--- config.mk ---
export PLATFORM = sky130hd
export DESIGN_NAME = rte_cell
export DESIGN_NICKNAME = d
export VERILOG_FILES = /design/src/design/rte_pkg.sv /design/src/design/rte_cell.sv
export SDC_FILE = /design/constraint.sdc
export NUM_CORES = 1
export LEC_CHECK = 0
export BUFFER_PORTS_ARGS = -buffer_cell sky130_fd_sc_hd__buf_4
export CAP_MARGIN = 0
export CORE_ASPECT_RATIO = 0.8
export CORE_MARGIN = 5
export CORE_UTILIZATION = 25
export CTS_CLUSTER_SIZE = 30
export DETAILED_ROUTE_END_ITERATION = 12
export PLACE_DENSITY = 0.57
export SYNTH_ARGS = -nofsm -noshare
export SYNTH_HDL_FRONTEND = slang
export SYNTH_SLANG_ARGS = --single-unit
--- constraint.sdc ---
create_clock -name clk_i -period 3.66 [get_ports clk_i]
set_input_delay 0.732 -clock clk_i [delete_from_list [all_inputs] [get_ports clk_i]]
set_output_delay 0.732 -clock clk_i [all_outputs]
set_load 0.02 [all_outputs]
--- src/design/rte_pkg.sv ---
// shared types and constants for the rank transform engine
package rte_pkg;

  localparam int unsigned VALUE_W = 32;
  localparam int unsigned RANK_W  = 6;

  // xor with this turns signed order into unsigned order
  localparam logic [VALUE_W-1:0] SIGN_FLIP = {1'b1, {(VALUE_W-1){1'b0}}};

  // a key travelling down the chain with its running count of smaller keys
  typedef struct packed {
    logic               valid;
    logic [VALUE_W-1:0] key;
    logic [RANK_W-1:0]  cnt;
  } tok_t;

  // what a cell shows to the top level and to its left neighbor
  typedef struct packed {
    logic              busy;
    logic              occ;
    logic [RANK_W-1:0] rank;
  } cell_stat_t;

  // control states, one-hot
  typedef enum logic [2:0] {
    ST_LOAD   = 3'b001,
    ST_DRAIN  = 3'b010,
    ST_UNLOAD = 3'b100
  } state_e;

endpackage

--- src/design/rte_cell.sv ---
// one cell of the ranking chain: holds one key and its running rank
module rte_cell (
  input  logic                clk_i,
  input  logic                rst_ni,
  input  rte_pkg::tok_t       tok_i,
  output rte_pkg::tok_t       tok_o,
  input  logic                shift_i,
  input  rte_pkg::cell_stat_t nbr_i,
  output rte_pkg::cell_stat_t stat_o
);

  logic                         tok_vld_q;
  logic [rte_pkg::VALUE_W-1:0]  tok_key_q;
  logic [rte_pkg::RANK_W-1:0]   tok_cnt_q;
  logic                         occ_q;
  logic [rte_pkg::VALUE_W-1:0]  key_q;
  logic [rte_pkg::RANK_W-1:0]   rank_q;
  logic                         less;
  logic                         greater;

  // compare the passing key against the held one
  assign less    = occ_q && (key_q < tok_key_q);
  assign greater = occ_q && (key_q > tok_key_q);

  // token moves on only if this cell is already taken
  always_comb begin
    tok_o.valid = tok_vld_q && occ_q;
    tok_o.key   = tok_key_q;
    tok_o.cnt   = tok_cnt_q + {{(rte_pkg::RANK_W-1){1'b0}}, less};
  end

  assign stat_o.busy = tok_vld_q;
  assign stat_o.occ  = occ_q;
  assign stat_o.rank = rank_q;

  // token valid and occupancy
  always_ff @(posedge clk_i or negedge rst_ni) begin
    if (!rst_ni) begin
      tok_vld_q <= 1'b0;
      occ_q     <= 1'b0;
    end else begin
      tok_vld_q <= tok_i.valid;
      if (shift_i) begin
        occ_q <= nbr_i.occ;
      end else if (tok_vld_q && !occ_q) begin
        occ_q <= 1'b1;
      end
    end
  end

  // token payload, key and rank
  always_ff @(posedge clk_i) begin
    tok_key_q <= tok_i.key;
    tok_cnt_q <= tok_i.cnt;
    if (shift_i) begin
      rank_q <= nbr_i.rank;
    end else if (tok_vld_q) begin
      if (!occ_q) begin
        key_q  <= tok_key_q;
        rank_q <= tok_cnt_q;
      end else if (greater) begin
        rank_q <= rank_q + rte_pkg::RANK_W'(1);
      end
    end
  end

endmodule

==> impl_metrics.csv, run 1 <==
group,metric,value,unit
floorplanning,core,12210,µm²
timing,finalWorstSetupSlack,0.1765,ns
worst_setup_path,end_kind,"primary output",
routing,postRouteAntennaNets,0,
global_routing,grt_pass1_wl,10.76,mm
routing,vias,2127,
synth,synthTopCellsByCount,"38 x dfxtp_1, 38 x edfxtp_1, 35 x ha_1, 35 x inv_1, 23 x nand2_1",
final_layout,layout.nets,445,
routing,first_pass_iters,4,
power,power.leakage,2.039,nW
timing,worst_pin_slew,0.4632,ns
routing,drt_iter0_markers,87,
worst_setup_path,max_stage_delay,0.41,ns
worst_setup_path,crit_cells,11,
synth,ys_top_cells_by_area,"edfxtp_1 37%, dfxtp_1 24%, ha_1 14%, inv_1 4.2%, nand2_1 2.8%",
clock_tree,clock-sinks,78,
clock_tree,cts_made_buffers,9,
final_layout,diodes,0,
global_routing,grt_max_degree,33,
power,p_comb_share,11.9,%
global_routing,grt_remaining_overflow,0,
worst_hold_path,hp-class,"in2async",
synth,yosysTopAreaCell,"edfxtp_1",
clock_tree,clockBufferDepth,2,
routing,route.detailed.drc,0,
worst_setup_path,path_buf_inv,1,
clock_tree,cts_tree,"yes",
routing,drt-total-wl,6.924,mm
placement,place_hpwl,5.169,mm
worst_setup_path,critPathTopFamily,"compound AO/OA/AOI/OAI gates",
floorplanning,die_w,134.8,µm
clock_tree,cts-root-buf,"clkbuf_16",
timing,timing.fmax,287.1,MHz
floorplanning,io_pins,97,
power,p_int,1.783,mW
floorplanning,initial_utilization,25.50,%
synth,synth_area,3113,µm²
worst_setup_path,reg2reg_to,"rank_q[0]",
synth,synth_xor_area_share,2.251,%
synth,yosysUniqueCellTypes,34,
synth,synth_compound_area_share,7.436,%
synth,synth_top_family_by_area,"adder cells",
synth,yosysTopAreaCellShare,36.66,%
global_routing,grt_pass1_vias,2181,
synth,syn_nets,337,
timing,slew_violations,0,
synth,synth_mux_area_share,0.6431,%
placement,dp_slack,0.2254,ns
routing,post_drt_wl_per_cell,12.92,µm
clock_tree,ctsHoldBuffers,0,
synth,netlist_instances,252,
synth,synthArstFlopShare,2.564,%
power,swShare,22.43,%
timing,relSlewSlack,69.12,%
clock_tree,clk_pin_slew_worst_paths,0.06,ns
worst_setup_path,r2r-start,"key_q[18]",
floorplanning,rows,36,
worst_setup_path,path_class,"reg2out",
floorplanning,dieArea,14800,µm²
global_routing,grt_use_total,9.535,%
flow_run,drv_cap,0,
synth,synth_fa_ha_area_share,14.07,%
run_status,status,"completed",
final_layout,drive_above_1_share,37.53,%
routing,avgViaCountPerCell,3.968,
timing,finalSetupTns,0,ns
synth,yosysSeqAreaShare,62.70,%
clock_tree,htreeDepth,3,
worst_setup_path,path_cells,"ha_4 > a21o_2 > a221o_1 > a221oi_2 > o21ai_2 > nor2_2 > ha_2 > ha_4 > nand3_4 > xnor2_2 > buf_4",
worst_setup_path,cp_slowest_cell,"edfxtp_1",
placement,portBuffers,95,
power,ir_drop,0.0002238,V
power,p_seq_share,43.5,%
final_layout,final_core_util,37.21,%
timing,skew,0.005651,ns
power,p_sw,0.5155,mW
timing,fin_crit,3.484,ns
worst_setup_path,reg2reg_setup_slack,1.19,ns
synth,syn_avg_cell_area,12.35,µm²
final_layout,area_growth,45.90,%
synth,ys.flop_type,"edfxtp_1",
power,power_per_cell_area,506.0,nW/µm²
floorplanning,die_h,109.8,µm
power,clockPowerShare,44.6,%
timing,hold_violations,0,
timing,setup_viol,0,
worst_setup_path,worstPathMaxFanout,2,
worst_setup_path,startpoint_type,"register",
worst_setup_path,arrival,2.75,ns
synth,synth_edf_count,38,
synth,ys_warn_count,0,
placement,routabilityCongestion,0.7642,
power,fin_total_pwr,2.298,mW
synth,yosys.area_share.simple,7.717,%
worst_setup_path,crit_top_cell,"ha_4",
clock_tree,insertion_delay,0.33,ns
global_routing,antenna_found_initial,0,
worst_setup_path,required,2.93,ns
synth,ys_ff_latch,78,
worst_setup_path,reg2reg_depth,8,
timing,fin_crit_sh,95.18,%
==> timing repair <==
item,CTS,global route
endpoints found under the setup margin,2,4
gates cloned,0,0
pin swaps,7,12
setup buffers,2,3
resized for setup,9,11
==> flip-flops by register name, indices dropped and copies added, names as in the netlist <==
name,cells
tok_vld_q,1
key_q,32
rank_q,6
tok_key_q,32
tok_cnt_q,6
occ_q,1
==> kinds of logic (layout without fill, tap and decap cells) <==
| kind of cell | after synthesis | in the layout |
|---|---|---|
| AND/OR/NAND/NOR | 50 | 50 |
| buffers and inverters | 41 | 154 |
| adder cells (fa/ha/maj) | 35 | 35 |
| AO/OA/AOI/OAI | 38 | 38 |
| flip-flops | 78 | 78 |
| XOR/XNOR | 8 | 8 |
| multiplexers | 2 | 2 |
==> power groups by stage <==
| stage | sequential (mW) | combinational, mW | clock (mW) |
|---|---|---|---|
| floorplan | 1.04 | 0.109 | 0 |
| global route | 1.01 | 0.303 | 1.10 |
| global placement | 1.02 | 0.261 | 0 |
| detailed placement | 1.02 | 0.263 | 0 |
| CTS | 1.00 | 0.272 | 1.06 |
| finish | 1.00 | 0.274 | 1.02 |
==> area by class of cell <==
type / instances / area, µm²
tap: 171 / 214.0
clock inverter: 6 / 107.6
fill: 1187 / 7665
timing repair buffer: 103 / 773.2
sequential: 78 / 1956
multi-input combinational: 133 / 1121
clock buffer: 10 / 239.0
inverter: 35 / 131.4
==> worst max path at each step <==
stage,startpoint,end,slack (ns)
final,key_q[18],tok_o[4],0.18
after global routing,tok_key_q[27],tok_o[4],-0.002
after CTS,key_q[18],tok_o[4],0.02
after detailed placement,tok_key_q[31],tok_o[4],0.23
after global placement,tok_key_q[31],tok_o[4],0.27
after floorplan,tok_key_q[18],tok_o[4],0.33
==> per-stage QoR <==
step           area, µm²  std cells  hold slack [ns]
4_1_cts             4449        533           0.1604
5_1_grt             4542        536           0.1565
3_5_place_dp        4044        515           0.4475
2_1_floorplan       3118        252           0.4364
6_report            4542        536           0.1760
3_3_place_gp        4044        515           0.4514
==> per-layer routing <==
layer | up-vias | track usage (%) | wire length (µm)
li1 | 1091 | - | -
met1 | 975 | 11.44 | 3088
met2 | 53 | 15.56 | 3410
met3 | 8 | 3.797 | 363
met4 | 0 | 3.488 | 61
met5 | - | 0 | 0
==> cells in the final DEF (no fill, tap or decap), drive strengths merged <==
cell type,n
clkinv,2
nand4b,1
dfxtp,38
ha,35
nor3b,1
dfrtp,2
nand4,4
mux2i,2
edfxtp,38
nand3,6
bufinv,3
and2,1
a21o,3
nor2,9
inv,36
xor2,3
a221oi,1
xnor2,5
a21oi,12
nand2b,1
o31a,1
a211oi,2
o2111ai,1
and3,2
a221o,1
buf,103
o22a,1
clkbuf,10
a31oi,1
nand2,23
o21ai,15
nor4,2
Power figures use the tool's default switching activity.
==> inputs of run 2 (changes only) <==
--- a/config.mk
+++ b/config.mk
@@ -8,11 +8,11 @@
 export BUFFER_PORTS_ARGS = -buffer_cell sky130_fd_sc_hd__buf_4
 export CAP_MARGIN = 0
 export CORE_ASPECT_RATIO = 0.8
-export CORE_MARGIN = 5
 export CORE_UTILIZATION = 25
 export CTS_CLUSTER_SIZE = 30
 export DETAILED_ROUTE_END_ITERATION = 12
-export PLACE_DENSITY = 0.57
+export PLACE_DENSITY = 0.56
+export RECOVER_POWER = 25
 export SYNTH_ARGS = -nofsm -noshare
 export SYNTH_HDL_FRONTEND = slang
 export SYNTH_SLANG_ARGS = --single-unit
==> constraint.sdc (replaced) <==
create_clock -name clk_i -period 4.3 [get_ports clk_i]
set_input_delay 0.86 -clock clk_i [delete_from_list [all_inputs] [get_ports clk_i]]
set_output_delay 0.86 -clock clk_i [all_outputs]
set_load 0.02 [all_outputs]
==> run 2 against run 1 <==
The flow now finishes with violations (DRC). Non-clock buffer count is 6 lower. Core utilization is 2.0 points lower. Sequential power is 15% lower. Wire length is 9.9% lower. Critical path type unchanged.
==> impl_metrics.csv, run 2 (same netlist as run 1, synthesis figures left out) <==
group,metric,value,unit
clock_tree,clock-sinks,78,
final_layout,multi_input_area,1005,µm²
floorplanning,core,12160,µm²
timing,relSlewSlack,62.65,%
floorplanning,dieArea,12900,µm²
global_routing,grt_remaining_overflow,0,
timing,fin_crit_sh,90.77,%
run_status,violations,"DRC",
placement,portBuffers,95,
timing,setup_viol,0,
routing,post_drt_wl_per_cell,12.28,µm
worst_setup_path,path_class,"reg2out",
clock_tree,insertion_delay,0.33,ns
floorplanning,die_w,126.8,µm
placement,routabilityCongestion,0.6883,
timing,finalWorstSetupSlack,0.3970,ns
timing,skew,0.005201,ns
global_routing,grt_pass1_wl,9.735,mm
final_layout,top_regs,"key_q (32), tok_key_q (32)",
power,power_per_cell_area,417.4,nW/µm²
timing,rsz0062_at_grt,"false",
clock_tree,cts-root-buf,"clkbuf_16",
worst_setup_path,startpoint_type,"register",
timing,hold_violations,0,
final_layout,fin_cells,508,
clock_tree,postCtsSetupRepairBufs,0,
final_layout,diodes,0,
global_routing,grt_max_degree,27,
routing,drt_iter0_markers,108,
global_routing,grt_pass1_vias,2065,
global_routing,antenna_found_initial,0,
final_layout,register_area,1952,µm²
final_layout,final_common_cell,"buf_4",
clock_tree,clk_pin_slew_worst_paths,0.05,ns
routing,avgViaCountPerCell,4.118,
timing,worst_pin_slew,0.5578,ns
power,ir_drop,0.0002317,V
clock_tree,cts_made_buffers,9,
routing,vias,2092,
worst_hold_path,hp-class,"in2async",
placement,place_hpwl,4.726,mm
power,power.leakage,1.946,nW
worst_setup_path,arrival,3.04,ns
routing,route.detailed.drc,1,
timing,timing.fmax,256.2,MHz
worst_setup_path,end_kind,"primary output",
run_status,status,"finished, violations left",
timing,finalSetupTns,0,ns
floorplanning,initial_utilization,25.60,%
placement,placedCellCount,495,
timing,fin_crit,3.903,ns
worst_setup_path,worstPathMaxFanout,3,
floorplanning,rows,36,
routing,postRouteAntennaNets,0,
flow_run,drv_cap,0,
clock_tree,clockBufferDepth,2,
final_layout,final_core_util,35.20,%
worst_setup_path,required,3.44,ns
clock_tree,cts_resized,0,
global_routing,grt_use_total,10.19,%
placement,place_area,4006,µm²
final_layout,final_cell_mix,"89 x buf_4, 38 x edfxtp_1, 38 x dfxtp_1",
final_layout,area_growth,37.50,%
final_layout,drive_above_1_share,31.74,%
clock_tree,ctsHoldBuffers,0,
routing,first_pass_iters,8,
placement,dp_slack,0.7117,ns
clock_tree,htreeDepth,3,
floorplanning,io_pins,97,
final_layout,layout.nets,439,
final_layout,stdcell_area,4280,µm²
clock_tree,cts_tree,"yes",
timing,slew_violations,0,
final_layout,fill_cells,1207,
floorplanning,die_h,101.8,µm
routing,drt-total-wl,6.238,mm
run 2: metal layers:
layer / GRT usage, % / routed length, µm / share of wire (%) / vias to the layer above
met2: 16.06 / 2829 / 45 / 62
met5: 0 / 0 / 0 / -
met1: 12.33 / 2934 / 47 / 949
met3: 4.596 / 386 / 6.2 / 10
li1: - / - / - / 1071
met4: 3.846 / 88 / 1.4 / 0
run 2: cell type report:
type	count	area share (%)
multi-input cells	133	23.47
clock buffers	11	5.671
clock inverters	2	0.8185
inverters	35	3.069
flip-flops and latches	78	45.60
well taps	152	4.443
repair buffers	97	16.92
run 2: critical path: stages (launching register included):
cell,delay (ns)
dfxtp_1,0.38
inv_1,0.07
ha_1,0.31
nand4_1,0.18
nor4_2,0.39
nand3_1,0.23
a31oi_1,0.27
nor2_1,0.10
ha_1,0.22
ha_1,0.21
nand3_1,0.10
xnor2_1,0.12
buf_4,0.16
run 2: worst paths after layout:
check,endpoint,start,slack (ns),cells past startpoint
hold reg to reg,key_q[7],tok_key_q[7],0.46,0
max in group asynchronous,occ_q,rst_ni,3.86,1
setup reg to reg,rank_q[2],tok_key_q[31],1.77,7
setup / recovery,tok_o[4],tok_key_q[31],0.40,12
hold / removal,tok_vld_q,rst_ni,0.31,1
min in group clk_i,key_q[7],tok_key_q[7],0.46,0
run 2: metrics by stage:
| stage | hold slack [ns] | power [mW] |
|---|---|---|
| 2_1_floorplan | 0.5539 | 0.9801 |
| 3_3_place_gp | 0.4493 | 1.082 |
| 3_5_place_dp | 0.4500 | 1.086 |
| 4_1_cts | 0.2900 | 1.823 |
| 5_1_grt | 0.3022 | 1.873 |
| 6_report | 0.3106 | 1.786 |
run 2: where the power goes:
group / switching [mW] / internal, mW / total, mW
Sequential: 0.0280 / 0.822 / 0.850
Combinational: 0.111 / 0.105 / 0.216
Clock: 0.266 / 0.454 / 0.721
==> inputs of run 3 (changes only) <==
--- a/config.mk
+++ b/config.mk
@@ -8,6 +8,7 @@
 export BUFFER_PORTS_ARGS = -buffer_cell sky130_fd_sc_hd__buf_4
 export CAP_MARGIN = 0
 export CORE_ASPECT_RATIO = 0.8
+export CORE_MARGIN = 2
 export CORE_UTILIZATION = 25
 export CTS_CLUSTER_SIZE = 30
 export DETAILED_ROUTE_END_ITERATION = 12
==> run 3 against run 2 <==
The run now ends clean. Hold slack worse by 0.0022 ns. Sequential power barely moved. First-iteration DRC count fell by 49%. Critical path depth is the same. Power increased by 1.5%. Via count increased by 1.5%. Critical path type unchanged. Combinational power is essentially flat.
==> impl_metrics.csv, run 3 (same netlist as run 1, synthesis figures left out) <==
group,metric,value,unit
global_routing,grt_remaining_overflow,0,
final_layout,top_regs,"key_q (32), tok_key_q (32)",
power,p_sw,0.4247,mW
power,p_int,1.389,mW
floorplanning,core,12160,µm²
power,clockPowerShare,41.2,%
final_layout,drive_above_1_share,32.59,%
routing,wl_met3,367,µm
timing,relSlewSlack,61.79,%
final_layout,multi_input_area,1005,µm²
run_status,status,"completed",
clock_tree,cts-root-buf,"clkbuf_16",
clock_tree,clk_pin_slew_worst_paths,0.06,ns
routing,vias,2124,
clock_tree,postCtsSetupRepairBufs,0,
clock_tree,insertion_delay,0.33,ns
worst_setup_path,path_class,"reg2out",
power,ir_drop,0.0002284,V
floorplanning,die_h,103.8,µm
timing,skew,0.005930,ns
placement,portBuffers,95,
timing,timing.fmax,257.1,MHz
clock_tree,htreeDepth,3,
clock_tree,cts_resized,0,
routing,wl_met2,2.798,mm
global_routing,grt_pass1_vias,2099,
routing,post_drt_wl_per_cell,12.13,µm
worst_setup_path,critPathTopFamily,"simple AND/OR/NAND/NOR gates",
timing,setup_viol,0,
final_layout,area_growth,38.22,%
global_routing,grt_max_degree,27,
power,power.leakage,1.957,nW
worst_setup_path,crit_top_cell,"ha_1",
clock_tree,cts_made_buffers,9,
power,swShare,23.41,%
routing,drt_iter0_markers,55,
final_layout,final_core_util,35.38,%
routing,first_pass_iters,4,
floorplanning,die_w,128.8,µm
timing,finalSetupTns,0,ns
routing,wl_met1,2.963,mm
flow_run,drv_cap,0,
final_layout,diodes,0,
worst_setup_path,startpoint_type,"register",
timing,whs,0.3084,ns
timing,fin_crit_sh,90.45,%
timing,finalWorstSetupSlack,0.4105,ns
worst_setup_path,cp_slowest_cell,"nor4_2",
clock_tree,clockBufferDepth,2,
worst_setup_path,required,3.44,ns
final_layout,register_area,1952,µm²
routing,dr.max_layer_used,"met4",
worst_setup_path,path_buf_inv,2,
worst_setup_path,max_stage_delay,0.39,ns
floorplanning,initial_utilization,25.60,%
worst_setup_path,path_cells,"inv_1 > ha_1 > nand4_1 > nor4_2 > nand3_1 > a31oi_1 > nor2_1 > ha_1 > ha_1 > nand3_1 > xnor2_1 > buf_4",
clock_tree,clock-sinks,78,
global_routing,grt_pass1_wl,10.05,mm
routing,postRouteAntennaNets,0,
placement,place_hpwl,4.734,mm
global_routing,grt_use_total,9.847,%
timing,worst_pin_slew,0.5706,ns
final_layout,final_cell_mix,"89 x buf_4, 38 x edfxtp_1, 38 x dfxtp_1",
clock_tree,ctsHoldBuffers,0,
floorplanning,io_pins,97,
worst_setup_path,worstPathMaxFanout,3,
worst_setup_path,arrival,3.03,ns
power,power_per_cell_area,421.6,nW/µm²
timing,rsz0062_at_grt,"false",
final_layout,layout.nets,439,
routing,route.detailed.drc,0,
floorplanning,rows,36,
power,p_comb_share,11.9,%
clock_tree,cts_tree,"yes",
final_layout,final_common_cell,"buf_4",
floorplanning,dieArea,13370,µm²
routing,avgViaCountPerCell,4.157,
routing,drt-total-wl,6.200,mm
timing,hold_violations,0,
timing,slew_violations,0,
global_routing,antenna_found_initial,0,
worst_setup_path,end_kind,"primary output",
placement,routabilityCongestion,0.7382,
final_layout,fill_cells,1207,
worst_hold_path,hp-class,"in2async",
timing,fin_crit,3.890,ns
power,p_seq_share,46.8,%
placement,dp_slack,0.7158,ns
## run 3: worst register-to-register path, cell delays in order (launching register included)
cell     delay [ns]
dfxtp_1        0.38
inv_1          0.07
ha_1           0.32
nand4_1        0.18
nor4_2         0.39
nand3_1        0.22
a31oi_1        0.25
o31a_1         0.37
## run 3: layout make-up
type | instances | share of cell area, %
Multi-Input combinational cell | 133 | 23.35
Clock inverter | 6 | 1.425
Timing Repair Buffer | 97 | 16.84
Sequential cell | 78 | 45.36
Inverter | 35 | 3.053
Clock buffer | 10 | 5.554
Tap cell | 152 | 4.420
## run 3: routing by layer
metal | vias up | global-route usage [%]
met2 | 59 | 14.89
met5 | - | 0
met1 | 980 | 12.70
li1 | 1078 | -
met4 | 0 | 3.028
met3 | 7 | 4.236
## run 3: path summary, 6_finish.rpt
| path | startpoint | endpoint | slack, ns | cells past startpoint |
|---|---|---|---|---|
| min | rst_ni | tok_vld_q | 0.31 | 1 |
| min reg2reg | tok_key_q[13] | key_q[13] | 0.45 | 0 |
| max | tok_key_q[31] | tok_o[4] | 0.41 | 12 |
| max reg2reg | tok_key_q[31] | rank_q[2] | 1.79 | 7 |
| min in group clk_i | tok_key_q[13] | key_q[13] | 0.45 | 0 |
| max in group asynchronous | rst_ni | occ_q | 3.86 | 1 |
## run 3: through the flow
step           std cells  area, µm²  power (mW)
6_report             511       4303       1.814
5_1_grt              511       4303       1.906
4_1_cts              511       4307       1.847
3_5_place_dp         495       4006       1.087
3_3_place_gp         495       4006       1.082
2_1_floorplan        252       3113      0.9801
## run 3: power groups by stage
stage	clock (mW)	combinational [mW]	sequential, mW
final	0.748	0.217	0.850
after global routing	0.809	0.241	0.856
after CTS	0.775	0.221	0.851
after detailed placement	0	0.220	0.867
after global placement	0	0.218	0.865
after floorplan	0	0.0922	0.888
